`config.mk`:
```
export PLATFORM = sky130hd
export DESIGN_NAME = running_time_hour_meter_unit_flat
export DESIGN_NICKNAME = d
export VERILOG_FILES = /design/src/hrm_pkg.sv /design/src/hrm_if.sv /design/src/hrm_fifo.sv /design/src/hrm_front.sv /design/src/hrm_back.sv /design/src/running_time_hour_meter_unit.sv /design/src/flat_wrapper.sv
export VERILOG_INCLUDE_DIRS = /design/src /design/src/src
export SDC_FILE = /design/constraint.sdc
export NUM_CORES = 1
export LEC_CHECK = 0
export ABC_AREA = 1
export BUFFER_PORTS_ARGS = -buffer_cell sky130_fd_sc_hd__buf_2
export CORE_ASPECT_RATIO = 1.4
export CORE_MARGIN = 4
export CORE_UTILIZATION = 35
export DETAILED_ROUTE_END_ITERATION = 10
export GPL_TIMING_DRIVEN = 0
export HOLD_SLACK_MARGIN = 0.08
export PLACE_DENSITY = 0.61
export SYNTH_ARGS = -nofsm -noshare
export SYNTH_HDL_FRONTEND = slang
export SYNTH_SLANG_ARGS = --single-unit
```
`constraint.sdc`:
```
create_clock -name clk -period 10.8 [get_ports clk]
set_input_delay 1.08 -clock clk [delete_from_list [all_inputs] [get_ports clk]]
set_output_delay 1.08 -clock clk [all_outputs]
set_load 0.02 [all_outputs]
```
`src/running_time_hour_meter_unit_defines.svh`:
```
// Assertion macros for the running time hour meter.
// Used by the top level only; empty bodies when SYNTHESIS is defined.
`ifndef RUNNING_TIME_HOUR_METER_UNIT_DEFINES_SVH
`define RUNNING_TIME_HOUR_METER_UNIT_DEFINES_SVH
`ifndef SYNTHESIS
`define HRM_ASSERT(label, clk, rst, prop, msg) \
  label: assert property (@(posedge clk) disable iff (rst) prop) else $error(msg);
`define HRM_ASSERT_ALWAYS(label, clk, prop, msg) \
  label: assert property (@(posedge clk) prop) else $error(msg);
`else
`define HRM_ASSERT(label, clk, rst, prop, msg)
`define HRM_ASSERT_ALWAYS(label, clk, prop, msg)
`endif
`endif

```
`src/hrm_pkg.sv`:
```
`timescale 1ns / 1ps
// Shared types and constants of the running time hour meter.
// No dependencies; used by every other source file but the defines header.
package hrm_pkg;

  localparam int CNT_W    = 32;
  localparam int STEP_W   = 16;
  localparam int KIND_W   = 3;
  localparam int SUB_W    = 10;
  localparam int QUO_W    = 7;
  localparam int CFG_IDX_W = 4;
  localparam int CFG_DATA_W = 16;

  localparam logic [SUB_W-1:0] MS_PER_S = SUB_W'(1000);

  localparam logic [KIND_W-1:0] KIND_SAMPLE  = 3'd0;
  localparam logic [KIND_W-1:0] KIND_RESTORE = 3'd1;
  localparam logic [KIND_W-1:0] KIND_TRIP    = 3'd2;
  localparam logic [KIND_W-1:0] KIND_FLUSH   = 3'd3;
  localparam logic [KIND_W-1:0] KIND_OUTCOME = 3'd4;

  localparam logic [CFG_IDX_W-1:0] CFG_MAX_STEP       = 4'd0;
  localparam logic [CFG_IDX_W-1:0] CFG_STORE_INTERVAL = 4'd1;

  localparam logic [STEP_W-1:0] MAX_STEP_RESET       = 16'd2000;
  localparam logic [STEP_W-1:0] STORE_INTERVAL_RESET = 16'd60;

  typedef enum logic [2:0] {
    OP_NOP,
    OP_CREDIT,
    OP_RESTORE,
    OP_TRIP,
    OP_FLUSH,
    OP_OUTCOME
  } op_t;

  typedef struct packed {
    op_t              op;
    logic [QUO_W-1:0] quo;
    logic [SUB_W-1:0] rem;
    logic             store_ok;
    logic [CNT_W-1:0] restored_total;
    logic [CNT_W-1:0] restored_trip;
  } cmd_t;

  typedef struct packed {
    logic             store_request;
    logic [CNT_W-1:0] total_seconds;
    logic [CNT_W-1:0] trip_seconds;
    logic             unsaved;
  } res_t;

endpackage

```
`src/hrm_if.sv`:
```
`timescale 1ns / 1ps
// Channel interfaces of the hour meter: input items, results, register writes.
// Depends on hrm_pkg for field widths.
interface hrm_item_if;
  logic                       valid;
  logic                       ready;
  logic [hrm_pkg::KIND_W-1:0] kind;
  logic                       engine_turning;
  logic [hrm_pkg::CNT_W-1:0]  now_ms;
  logic [hrm_pkg::CNT_W-1:0]  restored_total;
  logic [hrm_pkg::CNT_W-1:0]  restored_trip;
  logic                       store_ok;

  modport source(output valid, kind, engine_turning, now_ms, restored_total, restored_trip,
                 store_ok, input ready);
  modport sink(input valid, kind, engine_turning, now_ms, restored_total, restored_trip,
               store_ok, output ready);
endinterface

interface hrm_result_if;
  logic                      valid;
  logic                      ready;
  logic                      store_request;
  logic [hrm_pkg::CNT_W-1:0] total_seconds;
  logic [hrm_pkg::CNT_W-1:0] trip_seconds;
  logic                      unsaved;

  modport source(output valid, store_request, total_seconds, trip_seconds, unsaved,
                 input ready);
  modport sink(input valid, store_request, total_seconds, trip_seconds, unsaved,
               output ready);
endinterface

interface hrm_cfg_if;
  logic                           valid;
  logic                           ready;
  logic [hrm_pkg::CFG_IDX_W-1:0]  index;
  logic [hrm_pkg::CFG_DATA_W-1:0] data;

  modport source(output valid, index, data, input ready);
  modport sink(input valid, index, data, output ready);
endinterface

```
`src/hrm_fifo.sv`:
```
`timescale 1ns / 1ps
// Command queue between the front and the back of the hour meter.
// Depends on hrm_pkg for the command type.
module hrm_fifo #(
  parameter int DEPTH = 2
) (
  input  logic          clk,
  input  logic          rst,
  input  logic          push,
  input  hrm_pkg::cmd_t din,
  output logic          full,
  input  logic          pop,
  output hrm_pkg::cmd_t dout,
  output logic          not_empty
);
  import hrm_pkg::*;

  localparam int PW = $clog2(DEPTH);
  localparam int CW = $clog2(DEPTH + 1);

  cmd_t          mem [DEPTH];
  logic [PW-1:0] wr_ptr;
  logic [PW-1:0] rd_ptr;
  logic [CW-1:0] count;

  assign full      = (count == CW'(DEPTH));
  assign not_empty = (count != '0);
  assign dout      = mem[rd_ptr];

  always_ff @(posedge clk) begin
    if (push) begin
      mem[wr_ptr] <= din;
    end
  end

  always_ff @(posedge clk) begin
    if (rst) begin
      wr_ptr <= '0;
      rd_ptr <= '0;
      count  <= '0;
    end else begin
      if (push) begin
        wr_ptr <= (wr_ptr == PW'(DEPTH - 1)) ? '0 : wr_ptr + 1'b1;
      end
      if (pop) begin
        rd_ptr <= (rd_ptr == PW'(DEPTH - 1)) ? '0 : rd_ptr + 1'b1;
      end
      if (push && !pop) begin
        count <= count + 1'b1;
      end else if (pop && !push) begin
        count <= count - 1'b1;
      end
    end
  end

endmodule

```
`src/hrm_front.sv`:
```
`timescale 1ns / 1ps
// Front of the hour meter: accepts items, tracks the sample clock latch,
// checks the interval and splits it into seconds and milliseconds. Uses hrm_pkg.
module hrm_front (
  input  logic                         clk,
  input  logic                         rst,
  hrm_item_if.sink                     item,
  input  logic [hrm_pkg::STEP_W-1:0]   max_step,
  output logic                         push,
  output hrm_pkg::cmd_t                cmd,
  input  logic                         full
);
  import hrm_pkg::*;

  localparam logic [13:0] RECIP_125 = 14'd8389;
  localparam int          RECIP_SH  = 20;

  logic             clock_latched;
  logic [CNT_W-1:0] last_ms;

  logic              s1_valid;
  logic [KIND_W-1:0] s1_kind;
  logic              s1_credit_en;
  logic [CNT_W-1:0]  s1_dt;
  logic              s1_ok;
  logic [CNT_W-1:0]  s1_total;
  logic [CNT_W-1:0]  s1_trip;

  logic s2_valid;
  logic s1_adv;
  logic s2_adv;
  logic accept;
  logic dt_fits;

  logic [26:0]       prod;
  logic [STEP_W-1:0] quo_ms;
  logic [STEP_W-1:0] rem;
  logic [QUO_W-1:0]  quo;
  cmd_t              cmd_next;

  assign s2_adv     = s2_valid && !full;
  assign s1_adv     = s1_valid && (!s2_valid || s2_adv);
  assign item.ready = !s1_valid || s1_adv;
  assign accept     = item.valid && item.ready;
  assign push       = s2_adv;

  assign dt_fits = (s1_dt[CNT_W-1:STEP_W] == '0) && (s1_dt[STEP_W-1:0] <= max_step);

  // divide by 1000 as (dt >> 3) / 125 through a reciprocal product
  assign prod   = {14'd0, s1_dt[STEP_W-1:3]} * {13'd0, RECIP_125};
  assign quo    = prod[RECIP_SH+QUO_W-1:RECIP_SH];
  assign quo_ms = {{(STEP_W-QUO_W){1'b0}}, quo} * {{(STEP_W-SUB_W){1'b0}}, MS_PER_S};
  assign rem    = s1_dt[STEP_W-1:0] - quo_ms;

  always_comb begin
    cmd_next.quo            = quo;
    cmd_next.rem            = rem[SUB_W-1:0];
    cmd_next.store_ok       = s1_ok;
    cmd_next.restored_total = s1_total;
    cmd_next.restored_trip  = s1_trip;
    unique case (s1_kind)
      KIND_SAMPLE:  cmd_next.op = (s1_credit_en && dt_fits) ? OP_CREDIT : OP_NOP;
      KIND_RESTORE: cmd_next.op = OP_RESTORE;
      KIND_TRIP:    cmd_next.op = OP_TRIP;
      KIND_FLUSH:   cmd_next.op = OP_FLUSH;
      KIND_OUTCOME: cmd_next.op = OP_OUTCOME;
      default:      cmd_next.op = OP_NOP;
    endcase
  end

  always_ff @(posedge clk) begin
    if (accept) begin
      s1_kind      <= item.kind;
      s1_credit_en <= clock_latched && item.engine_turning;
      s1_dt        <= item.now_ms - last_ms;
      s1_ok        <= item.store_ok;
      s1_total     <= item.restored_total;
      s1_trip      <= item.restored_trip;
    end
    if (s1_adv) begin
      cmd <= cmd_next;
    end
  end

  always_ff @(posedge clk) begin
    if (rst) begin
      clock_latched <= 1'b0;
      last_ms       <= '0;
      s1_valid      <= 1'b0;
      s2_valid      <= 1'b0;
    end else begin
      if (accept && item.kind == KIND_SAMPLE) begin
        clock_latched <= 1'b1;
        last_ms       <= item.now_ms;
      end
      if (accept) begin
        s1_valid <= 1'b1;
      end else if (s1_adv) begin
        s1_valid <= 1'b0;
      end
      if (s1_adv) begin
        s2_valid <= 1'b1;
      end else if (s2_adv) begin
        s2_valid <= 1'b0;
      end
    end
  end

endmodule

```
`src/hrm_back.sv`:
```
`timescale 1ns / 1ps
// Back of the hour meter: carries commands into the counters, raises store
// requests and holds the result register. Uses hrm_pkg.
module hrm_back (
  input  logic                       clk,
  input  logic                       rst,
  input  logic                       cmd_valid,
  input  hrm_pkg::cmd_t              cmd,
  output logic                       pop,
  input  logic [hrm_pkg::STEP_W-1:0] store_interval,
  output logic                       res_valid,
  input  logic                       res_ready,
  output hrm_pkg::res_t              res
);
  import hrm_pkg::*;

  logic [SUB_W-1:0] sub_ms;
  logic [CNT_W-1:0] total;
  logic [CNT_W-1:0] trip;
  logic [CNT_W-1:0] mark;
  logic             dirty;

  logic [SUB_W:0]   sub_sum;
  logic             carry;
  logic [QUO_W-1:0] whole;
  logic [CNT_W:0]   total_sum;
  logic [CNT_W:0]   trip_sum;
  logic [CNT_W-1:0] total_sat;
  logic [CNT_W-1:0] trip_sat;
  logic             due;

  logic [SUB_W-1:0] sub_ms_next;
  logic [CNT_W-1:0] total_next;
  logic [CNT_W-1:0] trip_next;
  logic [CNT_W-1:0] mark_next;
  logic             dirty_next;
  logic             req;

  assign pop = cmd_valid && (!res_valid || res_ready);

  assign sub_sum   = {1'b0, sub_ms} + {1'b0, cmd.rem};
  assign carry     = sub_sum >= {1'b0, MS_PER_S};
  assign whole     = cmd.quo + QUO_W'(carry);
  assign total_sum = {1'b0, total} + (CNT_W+1)'(whole);
  assign trip_sum  = {1'b0, trip} + (CNT_W+1)'(whole);
  assign total_sat = total_sum[CNT_W] ? '1 : total_sum[CNT_W-1:0];
  assign trip_sat  = trip_sum[CNT_W] ? '1 : trip_sum[CNT_W-1:0];
  assign due       = (total_sat - mark) >= {{(CNT_W-STEP_W){1'b0}}, store_interval};

  always_comb begin
    sub_ms_next = sub_ms;
    total_next  = total;
    trip_next   = trip;
    mark_next   = mark;
    dirty_next  = dirty;
    req         = 1'b0;
    unique case (cmd.op)
      OP_CREDIT: begin
        sub_ms_next = carry ? SUB_W'(sub_sum - {1'b0, MS_PER_S}) : sub_sum[SUB_W-1:0];
        if (whole != '0) begin
          total_next = total_sat;
          trip_next  = trip_sat;
          dirty_next = 1'b1;
          if (due) begin
            req       = 1'b1;
            mark_next = total_sat;
          end
        end
      end
      OP_RESTORE: begin
        total_next = cmd.restored_total;
        trip_next  = cmd.restored_trip;
        mark_next  = cmd.restored_total;
        dirty_next = 1'b0;
      end
      OP_TRIP: begin
        trip_next  = '0;
        dirty_next = 1'b1;
        req        = 1'b1;
        mark_next  = total;
      end
      OP_FLUSH: begin
        if (dirty) begin
          req       = 1'b1;
          mark_next = total;
        end
      end
      OP_OUTCOME: begin
        if (cmd.store_ok) begin
          dirty_next = 1'b0;
        end
      end
      default: begin
      end
    endcase
  end

  always_ff @(posedge clk) begin
    if (pop) begin
      res.store_request <= req;
      res.total_seconds <= total_next;
      res.trip_seconds  <= trip_next;
      res.unsaved       <= dirty_next;
    end
  end

  always_ff @(posedge clk) begin
    if (rst) begin
      sub_ms    <= '0;
      total     <= '0;
      trip      <= '0;
      mark      <= '0;
      dirty     <= 1'b0;
      res_valid <= 1'b0;
    end else begin
      if (pop) begin
        sub_ms    <= sub_ms_next;
        total     <= total_next;
        trip      <= trip_next;
        mark      <= mark_next;
        dirty     <= dirty_next;
        res_valid <= 1'b1;
      end else if (res_ready) begin
        res_valid <= 1'b0;
      end
    end
  end

endmodule

```
`src/running_time_hour_meter_unit.sv`:
```
`timescale 1ns / 1ps
// Running time hour meter. An item goes through s1, s2, the queue and the result register.
// Throughput: one item per cycle when not stalled; a pop updates remainder, counters and mark.
// The front holds two pipeline stages, the queue QUEUE_DEPTH commands, the back one result.
// Reset: synchronous rst clears counters, latch, mark, dirty flag and registers to defaults.
// Depends on hrm_pkg, the channel interfaces, hrm_front, hrm_fifo and hrm_back.
`include "running_time_hour_meter_unit_defines.svh"
module running_time_hour_meter_unit #(
  parameter int QUEUE_DEPTH = 2
) (
  input  logic          clk,
  input  logic          rst,
  hrm_item_if.sink      item,
  hrm_result_if.source  result,
  hrm_cfg_if.sink       cfg
);
  import hrm_pkg::*;

  logic [STEP_W-1:0] max_step;
  logic [STEP_W-1:0] store_interval;

  logic q_push;
  logic q_full;
  logic q_pop;
  logic q_valid;
  cmd_t q_in;
  cmd_t q_out;
  res_t res;
  logic req_shown;

  assign cfg.ready = 1'b1;

  always_ff @(posedge clk) begin
    if (rst) begin
      max_step       <= MAX_STEP_RESET;
      store_interval <= STORE_INTERVAL_RESET;
    end else if (cfg.valid) begin
      if (cfg.index == CFG_MAX_STEP) begin
        max_step <= cfg.data;
      end
      if (cfg.index == CFG_STORE_INTERVAL) begin
        store_interval <= cfg.data;
      end
    end
  end

  hrm_front u_front (
    .clk      (clk),
    .rst      (rst),
    .item     (item),
    .max_step (max_step),
    .push     (q_push),
    .cmd      (q_in),
    .full     (q_full)
  );

  hrm_fifo #(
    .DEPTH (QUEUE_DEPTH)
  ) u_fifo (
    .clk       (clk),
    .rst       (rst),
    .push      (q_push),
    .din       (q_in),
    .full      (q_full),
    .pop       (q_pop),
    .dout      (q_out),
    .not_empty (q_valid)
  );

  hrm_back u_back (
    .clk            (clk),
    .rst            (rst),
    .cmd_valid      (q_valid),
    .cmd            (q_out),
    .pop            (q_pop),
    .store_interval (store_interval),
    .res_valid      (result.valid),
    .res_ready      (result.ready),
    .res            (res)
  );

  assign result.store_request = res.store_request;
  assign result.total_seconds = res.total_seconds;
  assign result.trip_seconds  = res.trip_seconds;
  assign result.unsaved       = res.unsaved;

  assign req_shown = result.valid && result.store_request;

  `HRM_ASSERT(a_queue_no_overflow, clk, rst, !(q_push && q_full), "queue overflow")
  `HRM_ASSERT(a_pop_needs_data, clk, rst, q_pop |-> q_valid, "pop from empty queue")
  `HRM_ASSERT(a_request_is_unsaved, clk, rst, req_shown |-> res.unsaved, "request while clean")
  `HRM_ASSERT_ALWAYS(a_reset_clears_result, clk, rst |=> !result.valid, "result valid after reset")

endmodule

```
`src/flat_wrapper.sv`:
```
// flat-port wrapper written by rule: the top's interface ports become plain ports
module running_time_hour_meter_unit_flat import hrm_pkg::*;
#(
  parameter int QUEUE_DEPTH = 2
)
  (clk, rst, item_valid, item_kind, item_engine_turning, item_now_ms, item_restored_total, item_restored_trip, item_store_ok, item_ready, result_valid, result_store_request, result_total_seconds, result_trip_seconds, result_unsaved, result_ready, cfg_valid, cfg_index, cfg_data, cfg_ready);
  hrm_item_if item_i ();
  hrm_result_if result_i ();
  hrm_cfg_if cfg_i ();
  input  logic clk;
  input  logic rst;
  input wire logic [$bits(item_i.valid)-1:0] item_valid;
  input wire logic [$bits(item_i.kind)-1:0] item_kind;
  input wire logic [$bits(item_i.engine_turning)-1:0] item_engine_turning;
  input wire logic [$bits(item_i.now_ms)-1:0] item_now_ms;
  input wire logic [$bits(item_i.restored_total)-1:0] item_restored_total;
  input wire logic [$bits(item_i.restored_trip)-1:0] item_restored_trip;
  input wire logic [$bits(item_i.store_ok)-1:0] item_store_ok;
  output wire logic [$bits(item_i.ready)-1:0] item_ready;
  output wire logic [$bits(result_i.valid)-1:0] result_valid;
  output wire logic [$bits(result_i.store_request)-1:0] result_store_request;
  output wire logic [$bits(result_i.total_seconds)-1:0] result_total_seconds;
  output wire logic [$bits(result_i.trip_seconds)-1:0] result_trip_seconds;
  output wire logic [$bits(result_i.unsaved)-1:0] result_unsaved;
  input wire logic [$bits(result_i.ready)-1:0] result_ready;
  input wire logic [$bits(cfg_i.valid)-1:0] cfg_valid;
  input wire logic [$bits(cfg_i.index)-1:0] cfg_index;
  input wire logic [$bits(cfg_i.data)-1:0] cfg_data;
  output wire logic [$bits(cfg_i.ready)-1:0] cfg_ready;
  assign item_i.valid = item_valid;
  assign item_i.kind = item_kind;
  assign item_i.engine_turning = item_engine_turning;
  assign item_i.now_ms = item_now_ms;
  assign item_i.restored_total = item_restored_total;
  assign item_i.restored_trip = item_restored_trip;
  assign item_i.store_ok = item_store_ok;
  assign item_ready = item_i.ready;
  assign result_valid = result_i.valid;
  assign result_store_request = result_i.store_request;
  assign result_total_seconds = result_i.total_seconds;
  assign result_trip_seconds = result_i.trip_seconds;
  assign result_unsaved = result_i.unsaved;
  assign result_i.ready = result_ready;
  assign cfg_i.valid = cfg_valid;
  assign cfg_i.index = cfg_index;
  assign cfg_i.data = cfg_data;
  assign cfg_ready = cfg_i.ready;
  running_time_hour_meter_unit #(.QUEUE_DEPTH(QUEUE_DEPTH)) u_core (.clk(clk), .rst(rst), .item(item_i), .result(result_i), .cfg(cfg_i));
endmodule
```
# Word-level counts from Yosys, hierarchy flattened
# Memory sizes are Yosys's and may differ from the RTL's. A register that Yosys moved wholly into a read port is not among the register bits.
# Cells that the tools add are included.
# op_classes
eq_ne,14
magnitude_cmp,3
reduce_logical,34
multipliers,2
n_mux,34
addsub,12
# ops
operator,count
2-to-1 mux 32 bit,7
case mux 32 bit (4 select lines),1
case mux 32 bit (3 select lines),1
adder 32 x 7 -> 33 bit,2
case mux 32 bit (2 select lines),1
subtractor 32 bit,2
greater-or-equal comparator 32 x 16 -> 1 bit,1
"multiplier 13 x 14 -> 27 bit, second input constant",1
2-to-1 mux 1 bit,18
less-or-equal comparator 16 bit,1
logical NOT 16 bit,1
case mux 3 bit (5 select lines),1
"equality test 3 x 2 -> 1 bit, second input constant",4
adder 10 x 10 -> 11 bit,1
"greater-or-equal comparator 11 x 10 -> 1 bit, second input constant",1
logical AND 1 bit,10
2-to-1 mux 10 bit,1
nonzero test 2 bit,5
subtractor 10 bit,1
"subtractor 10 bit, second input constant",1
"equality test 3 bit, second input constant",3
adder 7 x 1 -> 7 bit,1
"multiplier 7 x 3 -> 7 bit, second input constant",1
nonzero test 7 bit,1
other kinds (17),32
# totals
regBits,431
word_cells,131
output_inout_bits,69
mem_bits_rw,170
n_memories,1
in_bits,126
# mem_list
name,depth,word_bits,rd,rd_ports_with_merged_regs,write_ports,line,rtl
u_core.u_fifo.mem,2,85,1,1,1,hrm_fifo.sv:21,cmd_t mem [DEPTH];

# Depth between registers and ports, before layout
# Gate-level depths: netlist of the first run.
# logic_depth
word_depth,10
mapped_depth,60
depth_no_buf,54

# By module
# From an unflattened synthesis of the first run, not the netlist that was laid out.
# hier_totals
hier_cells,3791
hier_area_um2,33832.4
# modules_own_cells
module,cells_per_inst,seq_area_each_um2,area_per_inst_um2,instances
hrm_back,2052,4144.0,13559.3,1
hrm_front,1207,6286.0,12340.6,1
hrm_fifo,297,5205.0,6367.4,1
running_time_hour_meter_unit,235,640.6,1565.3,1

# Worst setup path before layout of the first run
# OpenSTA, ideal clock, no wires.
# synth_timing
path_kind,reg2reg
startpoint,register with a tool-made name
endpoint,register u_core.u_back.mark[10]
path_stages_with_launch,54
setup_ns,0.115
slack_ns,2.645
arrival_time_ns,8.040
t_required_ns,10.685
synth_period_minus_slack_ns,8.155
path_cell_list,dfxtp_1 buf_4 clkbuf_1 clkbuf_1 buf_1 nand2_1 nand2_1 ha_1 a21oi_1 nand2_1 a21oi_1 nor2_1 o21ai_0 nand2_1 a21oi_1 nand4_1 nand2_1 clkbuf_1 [18 not listed] inv_1 nand2_1 nand2_1 a21oi_1 o21ai_1 xor2_1 ha_1 nand2_1 nor2_1 a211oi_1 nand3_1 nor2_1 nand2_1 nor2_1 nand4_2 buf_2 a21oi_1 nor2_1
# synth_lines
item,line,rtl
to (signal assigned),hrm_back.sv:120,mark <= mark_next;
to (decl),hrm_back.sv:20,logic [CNT_W-1:0] mark;

==> metrics.txt, run 1 <==
run status=finished clean; Residual DRC=0; CTS Hold Buffers Added=0; Clock Sinks=602; sequential fraction of the synthesis area=50.7%; Max Transition Viols Final=0; Metal-1 WL=38.0 mm; Synth Flop Type=edfxtp_1; DR top layer=met5; min cycle time layout=9.82 ns; met2 wire len=about 45 mm; PD cells=323 mW/mm²; H-tree depth=3; DRC marker count from the first detailed-route iteration=1,457; detailed-route wire length=91.2 mm; post-synth top area share=39.5%; Avg Synthesized Cell Area=9.02 µm²; largest cells by area after synthesis=edfxtp_1 (39%), dfxtp_1 (11%), ha_1 (8.6%), nand2_1 (8.5%), inv_1 (5.0%); critical path's slowest cell=dfxtp_1; P_int=6.52 mW; Reg area=0.0163 mm²; drt pass-1 iters=6; most common cell in the netlist=nand2_1; final worst setup slack=0.983 ns; vias in the first global route=24,790; setup TNS=0 ns; Sequential Power Share=between 20% and 30%; critical path's largest stage delay=0.47 ns; RSZ-0062 raised after global routing=no; Clock Latency Late Sink=between 0.6 and 0.7 ns; share of cells above drive strength 1=10.6%; nets@finish=about 4,200; antenna viol nets, final=0; maximum clock rate=102 MHz; Worst Path Buf+Inv=8; Rel. slew slack=between 20% and 30%; die area=0.0967 mm²; critical path required time=about 11 ns; Initial Utilization=between 30% and 40%; first-pass GRT wire length=140 mm; logic depth of the worst path, buffers included=51; RePlAce Congestion=about 0.95; placed cell count=4,958; Core Area=around 0.091 mm²; switching power share of the total=45.4%; Post-DP HPWL=72.3 mm; clock tree buffer depth=3; R2R setup slack=0.98 ns; Layout area overhead=15.2%; Die H=approximately 370 µm; Post-Synthesis Cells=between 3,000 and 4,000; top cells by count, synth=nand2_1 (729), inv_1 (426), edfxtp_1 (422), nor2_1 (304), a21oi_1 (297); met3 WL=4.86 mm; Die Span X=between 200 and 300 µm; critical path's top delay family=simple AND/OR/NAND/NOR gates; area used by multi-input combinational logic=0.0137 mm²; Final Skew=0.0321 ns; Crit Path Class=reg2reg; crit share post-route=90.9%; Post CTS Setup Buffer Count=0; library cells used by synthesis=53; Tot GR Track Use=18.4%; Crit path top cell by count=nand2_1; synth warn=0; clock tree root driver cell=clkbuf_16; Final setup viols=0; Worst IR Drop VDD=approximately 0.00017 V; GRT Residual Overflow=0; row count=131; R2R cell count=51; clock-pin slew on the worst setup and hold paths=around 0.060 ns; largest net degree at the start of global routing=66; Worst-Margin Slew=between 1 and 1.5 ns; Fillers=just over 9,000; Non-Filler Instances=5,078; syn_nets=3,932; Yosys top cell by area=edfxtp_1; Hold Path Depth=0; PortBufs=193; mapped cell area=0.0321 mm²; CP max FO=28; P_sw=5.42 mW; Worst Setup Start Kind=flip-flop; initial antenna violation count=16; Worst EP arrival=around 10 ns; hold_ws=slightly above 0.4 ns; number of max-cap violations=0; clock network power share=19.0%; Vias/cell=4.96; Ports=195; Final Hold Viols=0; routed via count=25,178; Synth Register Bits=602; Post-synth EDFFs=422; Synth async-reset ratio=0%; fin util=40.6%; CTS tree=yes; CP endpoint kind=flip-flop; Gate power share=52.7%; Post-Place Worst Slack=-0.778 ns; Pleak=15.6 nW; Routed WL per cell=18.0 µm; cts bufs inserted=66; Hold WC Path Type=reg2reg
## final cells by class
type                            instances  share of cell area [%]
Timing Repair Buffer                  202                    3.20
Tap cell                             1197                    4.05
Clock inverter                         41                    1.19
Clock buffer                           78                    4.68
Sequential cell                       602                    44.0
Buffer                                107                    1.31
Multi-Input combinational cell       2407                    37.1
Antenna cell                            6                  0.0406
Inverter                              438                    4.46
## logic make-up after synthesis
family / synth area share [%]
xor+xnor: 2.65
simple gates: 18.3
compound gates: 11.4
other cells: 0.0117
flops: 50.7
buf+inv: 6.66
mux: 0.0623
fa+ha+maj: 10.3
## timing repair
action | 4_1_cts | 5_1_grt
gates resized for setup | 1 | 6
gates cloned | 0 | 0
endpoints found under the setup margin | 33 | 33
## layout by cell type (no fill, tap or decap), types with 66 or more instances in the layout
cell         n
nand2_1    728
inv_1      424
edfxtp_1   422
nor2_1     302
a21oi_1    297
o21ai_0    239
ha_1       220
buf_2      214
nand3_1    186
dfxtp_1    180
xor2_1      77
clkbuf_1    74
clkbuf_16   66
## final timing paths
check                            startpoint                     to
setup / recovery                  flip-flop  u_core.u_back.mark[0]
hold / removal    u_core.u_front.s1_trip[9]  u_core.u_front.cmd[9]
setup reg to reg                  flip-flop  u_core.u_back.mark[0]
hold reg to reg   u_core.u_front.s1_trip[9]  u_core.u_front.cmd[9]
## metal layers
layer	vias to the layer above	track usage (%)
met1	11725	22.5
met5	-	0
met2	655	32.4
li1	12625	-
met4	16	6.91
met3	157	3.31
## metrics by stage
step	instance area [µm²]	total power [mW]
after floorplan	32100	7.88
after global placement	34600	9.61
after detailed placement	34800	9.71
after CTS	37000	12.0
after global routing	37000	13.0
final	37000	11.9
## power by group through the flow
stage | combinational, mW | sequential, mW | clock, mW
final | 6.30 | 3.37 | 2.27
after global routing | 7.17 | 3.42 | 2.44
after CTS | 6.32 | 3.37 | 2.35
after detailed placement | 6.29 | 3.41 | 0
after global placement | 6.17 | 3.44 | 0
after floorplan | 4.37 | 3.51 | 0
## state kept, by name, summed over array words and instances, names as in the netlist, 32 cells and up, named ones only
| register | count |
|---|---|
| u_core.u_back.trip | 32 |
| u_core.u_back.mark | 32 |
| u_core.u_back.res | 66 |
| u_core.u_front.s1_total | 32 |
| u_core.u_front.last_ms | 32 |
| u_core.u_back.total | 32 |
| u_core.u_front.s1_dt | 32 |
| u_core.u_front.cmd | 85 |
| u_core.u_front.s1_trip | 32 |
| u_core.u_fifo.mem | 170 |
Note: power is estimated with default switching activity, not from simulation.
==> run 2, diff against run 1 <==
==> constraint.sdc (replaced) <==
create_clock -name clk -period 9.6 [get_ports clk]
set_input_delay 0.96 -clock clk [delete_from_list [all_inputs] [get_ports clk]]
set_output_delay 0.96 -clock clk [all_outputs]
set_load 0.02 [all_outputs]
==> metrics.txt, run 2 (synthesis gave the netlist of run 1 again) <==
nets@finish=4,196; Die Span X=around 260 µm; Clock Latency Late Sink=0.64 ns; Largest regs=u_core.u_fifo.mem (170), u_core.u_front.cmd (85), u_core.u_back.res (66); Crit path top cell by count=nand2_1; Ports=195; PortBufs=193; R2R Path End=u_core.u_back.mark[27]; R2R cell count=42; critical path's largest stage delay=0.64 ns; clock tree buffer depth=3; Post-DP HPWL=between 70 and 80 mm; drt pass-1 iters=5; RePlAce Congestion=0.953; R2R setup slack=0.83 ns; Hold Path Origin=u_core.u_front.s1_trip[9]; Vias/cell=4.95; Biggest register=u_core.u_fifo.mem; Worst EP arrival=approximately 9.3 ns; CTS Hold Buffers Added=0; initial antenna violation count=16; Post-DP Area=roughly 0.035 mm²; min cycle time layout=a little under 9 ns; Hold WC Path Type=reg2reg; first-pass GRT wire length=approximately 140 mm; P_sw=6.12 mW; H-tree depth=3; Tot GR Track Use=18.4%; Initial Utilization=35.2%; maximum clock rate=roughly 110 MHz; setup TNS=0 ns; vias in the first global route=24,756; CP max FO=37; antenna viol nets, final=0; GRT Residual Overflow=0; Core Area=0.0911 mm²; Clock Sinks=between 600 and 700; Final Cell Area=0.0370 mm²; clock network power share=19.0%; row count=131; die area=0.0967 mm²; critical path required time=10.16 ns; Rel. slew slack=a little over a quarter; Worst IR Drop VDD=approximately 0.00019 V; PD cells=363 mW/mm²; largest net degree at the start of global routing=66; cts bufs inserted=between 60 and 70; Routed WL per cell=18.0 µm; most frequent cells in the layout=nand2_1 (728), inv_1 (424), edfxtp_1 (422); Final setup viols=0; P_int=7.35 mW; Residual DRC=0; Sequential Power Share=between 20% and 30%; routed via count=25,156; Die H=366 µm; Worst Setup Start Kind=flip-flop; RSZ-0062 raised after global routing=no; clock-pin slew on the worst setup and hold paths=~0.06 ns; share of cells above drive strength 1=10.7%; Max Transition Viols Final=0; hold endpoint=u_core.u_front.cmd[9]; Worst-Margin Slew=1.11 ns; DRC marker count from the first detailed-route iteration=between 1,000 and 1,500; detailed-route wire length=91.2 mm; Layout area overhead=15.3%; run status=finished clean; max reg flops=between 150 and 200; crit share post-route=91.3%; commonest non-fill, non-tap cell in the layout=nand2_1; switching power share of the total=between 40% and 50%; number of max-cap violations=0; Pleak=between 15 and 20 nW; critical path's slowest cell=nor4_1; CP endpoint kind=flip-flop; Final Skew=0.0333 ns; CTS tree=yes; Gate power share=a little over half; Crit Path Class=reg2reg; clock tree root driver cell=clkbuf_16; Final Hold Viols=0; Hold Path Depth=0
## run 2: area by class of cell
class	instances	area, µm²
fillers	9170	54100
flip-flops and latches	602	16300
multi-input cells	2407	13800
clock buffers	78	1730
inverters	438	1650
well taps	1197	1500
repair buffers	203	1190
plain buffers	105	482
clock inverters	41	440
diodes	6	15.0
## run 2: metal layers
metal  up-vias  track usage (%)  part of all wire (%)
met4        16             6.82                   3.5
met1     11715             22.6                    42
li1      12614                -                     -
met3       165             3.31                   5.2
met2       646             32.4                    49
met5         -                0                  0.11
## run 2: power groups by stage
stage,clock network [mW],registers (mW),logic (mW)
after floorplan,0,3.95,4.91
after global placement,0,3.87,6.94
after detailed placement,0,3.84,7.08
after CTS,2.64,3.79,7.12
after global routing,2.75,3.85,8.08
final,2.56,3.79,7.11
## run 2: what timing repair did
| action | in CTS | in global routing |
|---|---|---|
| gates resized for setup | 7 | 8 |
| setup buffers | 1 | 0 |
| hold endpoints to repair | 0 | 0 |
| setup endpoints to repair | 33 | 33 |
| pin swaps | 1 | 0 |
## run 2: worst max-delay path by stage
| stage | slack [ns] | startpoint | endpoint |
|---|---|---|---|
| after floorplan | 1.44 | flip-flop | u_core.u_back.mark[10] |
| after global placement | -1.94 | flip-flop | u_core.u_back.mark[0] |
| after detailed placement | -1.98 | flip-flop | u_core.u_back.mark[0] |
| after CTS | 0.03 | flip-flop | u_core.u_back.mark[28] |
| after global routing | 0.08 | flip-flop | u_core.u_back.mark[24] |
| final | 0.83 | flip-flop | u_core.u_back.mark[27] |
## run 2: critical path, delay by kind of cell (launching register included)
family / cells / cell delay, ns
xor gates and xnor gates: 1 / 0.15
and+or+nand+nor: 24 / 3.90
buffers and inverters: 4 / 0.61
adders and majority gates: 6 / 1.77
DFF: 1 / 0.42
AOI/OAI and AO/OA: 7 / 1.79
## run 2: metrics by stage
stage | total power, mW | hold slack (ns) | setup WS, ns | std cells | utilization, %
2_1_floorplan | 8.86 | 0.400 | 1.44 | 3559 | -
3_3_place_gp | 10.8 | 0.404 | -1.94 | 4949 | 37.9
3_5_place_dp | 10.9 | 0.405 | -1.98 | 4958 | 38.2
4_1_cts | 13.5 | 0.410 | 0.0268 | 5073 | 40.6
5_1_grt | 14.7 | 0.421 | 0.0831 | 5073 | 40.6
6_report | 13.5 | 0.406 | 0.834 | 5077 | 40.6
